===== src/sv/closed_cardinal_spline_eval_unit_assert.svh =====
// Assertion macros for the closed cardinal spline evaluator.
// Used by the top level only; define NO_ASSERTIONS to drop them.
`ifndef CLOSED_CARDINAL_SPLINE_EVAL_UNIT_ASSERT_SVH
`define CLOSED_CARDINAL_SPLINE_EVAL_UNIT_ASSERT_SVH
`ifndef NO_ASSERTIONS
`define CCS_ASSERT_IMPL(label, clk, rst, a, c) \
   label: assert property (@(posedge clk) disable iff (rst) (a) |-> (c)) \
      else $error("assertion failed");
`define CCS_ASSERT_NEXT(label, clk, rst, a, c) \
   label: assert property (@(posedge clk) disable iff (rst) (a) |=> (c)) \
      else $error("assertion failed");
`else
`define CCS_ASSERT_IMPL(label, clk, rst, a, c)
`define CCS_ASSERT_NEXT(label, clk, rst, a, c)
`endif
`endif


===== src/sv/ccs_pkg.sv =====
// Shared types and constants for the closed cardinal spline evaluator.
// No dependencies.
package ccs_pkg;
   localparam int MaxPoints = 64;
   localparam int IdxW = $clog2(MaxPoints);
   localparam int FracBits = 16;
   localparam logic [16:0] TensionOne = 17'd65536;

   typedef enum logic [1:0] {
      CSR_TENSION = 2'd0,
      CSR_COUNT   = 2'd1
   } csr_index_type;

   typedef enum logic [3:0] {
      ST_IDLE, ST_MOD, ST_U2, ST_U3, ST_WGT, ST_FETCH, ST_MAC, ST_OUT
   } state_type;

   // control between sequencer and multiply-accumulate datapath
   typedef struct packed {
      logic        clr;      // clear accumulator
      logic        mac;      // accumulate product
      logic [63:0] opa;
      logic [63:0] opb;
   } mac_ctl_type;

   function automatic logic signed [31:0] sat32(input logic signed [63:0] v);
      if (v > 64'sd2147483647) return 32'sh7fffffff;
      else if (v < -64'sd2147483648) return 32'sh80000000;
      else return v[31:0];
   endfunction
endpackage


===== src/sv/ccs_mac.sv =====
// Shared multiply-accumulate unit, 64-bit accumulator, one product per cycle.
// Depends on ccs_pkg.
module ccs_mac import ccs_pkg::*; (
   input  logic              clock,
   input  mac_ctl_type       ctl,
   output logic signed [63:0] prod,
   output logic signed [63:0] acc
);
   logic signed [63:0] prod_ff, acc_ff, acc_in;
   logic               mac_ff, clr_ff;
   always_ff @(posedge clock) begin
      // operands are at most 33 by 33 significant bits
      prod_ff <= $signed(ctl.opa[32:0]) * $signed(ctl.opb[32:0]);
      mac_ff  <= ctl.mac;
      clr_ff  <= ctl.clr;
      acc_ff  <= acc_in;
   end
   always_comb begin
      acc_in = acc_ff;
      if (clr_ff) acc_in = 64'sd0;
      if (mac_ff) acc_in = (clr_ff ? 64'sd0 : acc_ff) + prod_ff;
   end
   assign prod = prod_ff;
   assign acc  = acc_ff;
endmodule


===== config.mk =====
export PLATFORM = sky130hd
export DESIGN_NAME = ccs_mac
export DESIGN_NICKNAME = d
export VERILOG_FILES = /design/src/sv/closed_cardinal_spline_eval_unit_assert.svh /design/src/sv/ccs_pkg.sv /design/src/sv/ccs_mac.sv
export SDC_FILE = /design/constraint.sdc
export NUM_CORES = 2
export LEC_CHECK = 0
export ABC_AREA = 0
export BUFFER_PORTS_ARGS = -buffer_cell sky130_fd_sc_hd__buf_2
export CORE_MARGIN = 2
export CORE_UTILIZATION = 60
export DETAILED_ROUTE_END_ITERATION = 16
export PLACE_DENSITY = 0.79
export SYNTH_ARGS = -nofsm -noshare
export SYNTH_HDL_FRONTEND = slang
export SYNTH_SLANG_ARGS = --single-unit

===== constraint.sdc =====
create_clock -name clock -period 18.6 [get_ports clock]
set_input_delay 1.86 -clock clock [delete_from_list [all_inputs] [get_ports clock]]
set_output_delay 1.86 -clock clock [all_outputs]
set_load 0.02 [all_outputs]

# Yosys cells after proc, flatten, opt, wreduce, memory -nomap -nowiden
# Index checks and enable logic that the tools add are counted.
# classes
mul	1
n_addsub	1
muxes	2
# ops
operator	n
64-bit 2-to-1 mux	2
64-bit adder	1
33-bit by 33-bit multiplier with 64-bit output	1
# totals
reg_bits	130
elab_cells	8

# Depth between registers and ports, before layout
# depth
word_depth	3
depth_mapped	29
depth_no_buf	28

# Worst setup path after synthesis
# Ideal clock, no wire load.
# synth_path
path_kind	input to register
start	input port ctl[96] (netlist bit)
end	register prod_ff[60], in the netlist prod[60]
required_time_ns	18.538
slack_ns	9.397
arrival_time_ns	9.142
setup_time_ns	0.062
n_path_buf	1
cell_stages	25
path_cell_list	clkbuf_1 nand2_1 inv_1 fa_1 inv_1 fa_1 inv_1 fa_1 fa_1 fa_1 fa_1 fa_1 inv_1 fa_1 inv_1 ha_1 inv_1 o21ai_0 a21oi_1 o21bai_1 a2111oi_2 nor3_1 a221o_1 or4_1 nand3_1
# synth_via
elab_chain_cells	1
# synth_lines
item	line	source
start, declared	ccs_mac.sv:5	input mac_ctl_type ctl,
33-bit by 33-bit multiplier with 64-bit output	ccs_mac.sv:13	prod_ff <= $signed(ctl.opa[32:0]) * $signed(ctl.opb[32:0]);
end signal, assigned	ccs_mac.sv:13	
end, declared	ccs_mac.sv:9	logic signed [63:0] prod_ff, acc_ff, acc_in;
# No other way between the ends.

# Worst setup path in the final report
# layout_path
start	input port ctl[86] (netlist bit)
end	register prod_ff[63], in the netlist prod[63]
# Same word-level chain as after synthesis.

==> impl_results.md <==
* Crit path top cell by count: fa_1
* Nets at 6409
* Die Width at 278.5 µm
* Slew HR at 24.92%
* Final Hold Fails at 0
* Asr flop ratio synth at 0%
* Crit path max-delay cell type: buf_2
* Core footprint at 74570 µm²
* Delay of the slowest critical-path stage at 0.83 ns
* Count of cells resized by post-cts repair at 0
* Post-synth top area share at 49.85%
* Initial Util at 60.64%
* TritonCTS clock tree: yes
* EDFF count, synth at 0
* Hold_buf cts at 0
* Detail Route Antenna Nets at 0
* Synthesis-to-layout area growth at 4.601%
* Crit Path Max Fanout at 33
* Clk_lat worst skew at 0.44 ns
* Worst path bufs/invs at 6
* Top delay family on crit path: adder cells
* Tightest Pin Transition at 1.126 ns
* 1st-iter DRT viols at 2841
* Die Ht at 278.5 µm
* DRT Wirelength at 122.6 mm
* CTS clock-pin slew for the worst setup and hold paths at 0.06 ns
* Die area at 77580 µm²
* Tcrit/Tclk final at 55.44%
* Syn Area/Cell at 9.265 µm²
* Crit end category: flop
* Avg WL per Cell at 20.91 µm
* RSZ-0062 raised after global routing: no
* Vias in the first global route at 36740
* Share of post-route cells with drive strength above 1 at 6.503%
* Initial DRT Pass Iterations at 7
* Synth area leaders: fa_1, inv_1, ha_1, and2_1, dfxtp_1
* Most frequent cells after synthesis: fa_1, inv_1, nand2_1
* Total gr overflow at 0
* Clock skew at 0.01183 ns
* Most used DFF post-synth: dfxtp_1
* Outcome: completed
* Max Slew Vio Count at 0
* Setup_tns at 0 ns
* Cells on Worst Hold Path at 2
* Synthesized cell area at 45220 µm²
* Fin crit period at 10.31 ns
* Max Clk Rate at 96.97 MHz
* Initial antenna violation count at 2
* Row count at 100
* CTS root buf: clkbuf_16
* Synth Net Count at 6413
* Port Buffers at 196
* CP Data Arrival Time at 10.59 ns
* Count leader, synth: fa_1
* Maximum root-to-sink buffer count at 2
* Routability cong. at 0.9213
* Synth Instances at 4881
* H-tree Lvls at 4
* # setup viols final at 0
* CTS buffer count at 17
* DR vias/cell at 5.749
* Max-cap violation count at 0
* IO Count at 259
* Vias at 33708
* Distinct cells, synth at 69
* HPWL Detailed at 90.83 mm
* Req. time, crit path at 18.88 ns
* Startpoint types: input pin
* Path length in cells of the critical path at 27
* Largest net degree at the start of global routing at 65
* CTS sink count at 130
* HP Class: reg2reg
* Gr usage total at 33.27%
* Post-CTS setup buffers at 0
* DRC at 0
* First-pass GRT wire length at 199.1 mm
* Crit path kind: in2reg
* Proportion of synthesized chip area in sequential cells at 5.755%
* Flops & latches, synth at 130
* Total of warnings raised by yosys at 0
* Reg2reg path depth at 17
* Yosys top cell by area: fa_1
[path summary, 6_finish.rpt]
check	start	slack [ns]	endpoint
min reg2reg	acc[63]	0.50	acc[63]
max	ctl[86]	8.29	prod[63]
min	acc[63]	0.50	acc[63]
max reg2reg	clr_ff	13.94	acc[56]
[worst register-to-register path: stages (launching register included)]
cell,delay (ns)
dfxtp_2,0.31
buf_4,0.34
nor2b_1,0.25
ha_1,0.22
inv_1,0.07
fa_1,0.42
nand2b_1,0.18
a21oi_1,0.25
o211a_1,0.26
o211ai_1,0.15
a2111oi_0,0.61
nor4_1,0.13
buf_4,0.19
o31ai_2,0.28
a41oi_1,0.29
o21bai_1,0.26
xor2_1,0.09
mux2_2,0.27
[through the flow]
stage / hold slack, ns / setup slack (ns) / area, µm² / instances / utilization, %
5_1_grt: 0.5230 / 8.000 / 47300 / 5860 / 63.42
6_report: 0.4993 / 8.287 / 47300 / 5863 / 63.43
4_1_cts: 0.5043 / 8.603 / 47290 / 5859 / 63.42
3_5_place_dp: 0.4912 / 8.169 / 46670 / 5827 / 62.58
3_3_place_gp: 0.4855 / 8.302 / 46670 / 5827 / 62.58
2_1_floorplan: 0.5732 / 9.397 / 45220 / 4881 / -
[flip-flops by register name (all words and copies together), names as in the netlist]
name and flops:
acc 64, mac_ff 1, clr_ff 1, prod 64
[cells in the final DEF, fill, tap and decap left out, types with 5 or more instances in the layout]
cell type,count
fa_1,1126
inv_1,1121
nand2_1,587
and2_1,549
ha_1,275
buf_2,196
dfxtp_1,128
a21oi_1,124
nor2b_1,95
xnor2_1,87
a21o_1,73
nor2_1,63
o21ai_0,55
mux2_2,53
xor2_1,47
o21bai_1,26
nand3_1,25
nor3_1,23
buf_4,19
nand4_1,18
nand2b_1,18
clkbuf_16,17
o21a_1,15
and3_1,14
a211oi_1,12
o211ai_1,12
a31oi_1,8
clkinv_4,8
a211o_1,5
and4_1,5
o21ai_1,5
o31ai_1,5
[logic make-up after synthesis]
kind of cell	count (synthesis)	share of synthesized area, %
muxes	55	1.364
DFF	130	5.755
xor gates and xnor gates	134	2.595
buffers and inverters	1359	11.28
adders and majority gates	1401	57.45
AOI/OAI and AO/OA	387	5.630
and+or+nand+nor	1415	15.92
[per-layer routing]
layer	track usage, %	wire length [µm]	part of all wire (%)	up-vias
met1	43.67	47180	38	17143
met2	53.29	56270	46	1849
met4	13.17	5666	4.6	0
met5	0	0	0	-
li1	-	-	-	14334
met3	8.496	13470	11	382
[layout make-up]
| type | count | area [µm²] |
|---|---|---|
| Multi-Input combinational cell | 3392 | 37520 |
| Inverter | 1121 | 4208 |
| Clock inverter | 15 | 200.2 |
| Antenna cell | 4 | 10.01 |
| Fill cell | 6008 | 27270 |
| Sequential cell | 130 | 2605 |
| Clock buffer | 17 | 425.4 |
| Tap cell | 969 | 1212 |
| Timing Repair Buffer | 215 | 1124 |
Power is left out: the tool's default activity adds up to more than one toggle a clock period on the data nets, which glitch-free logic cannot reach.
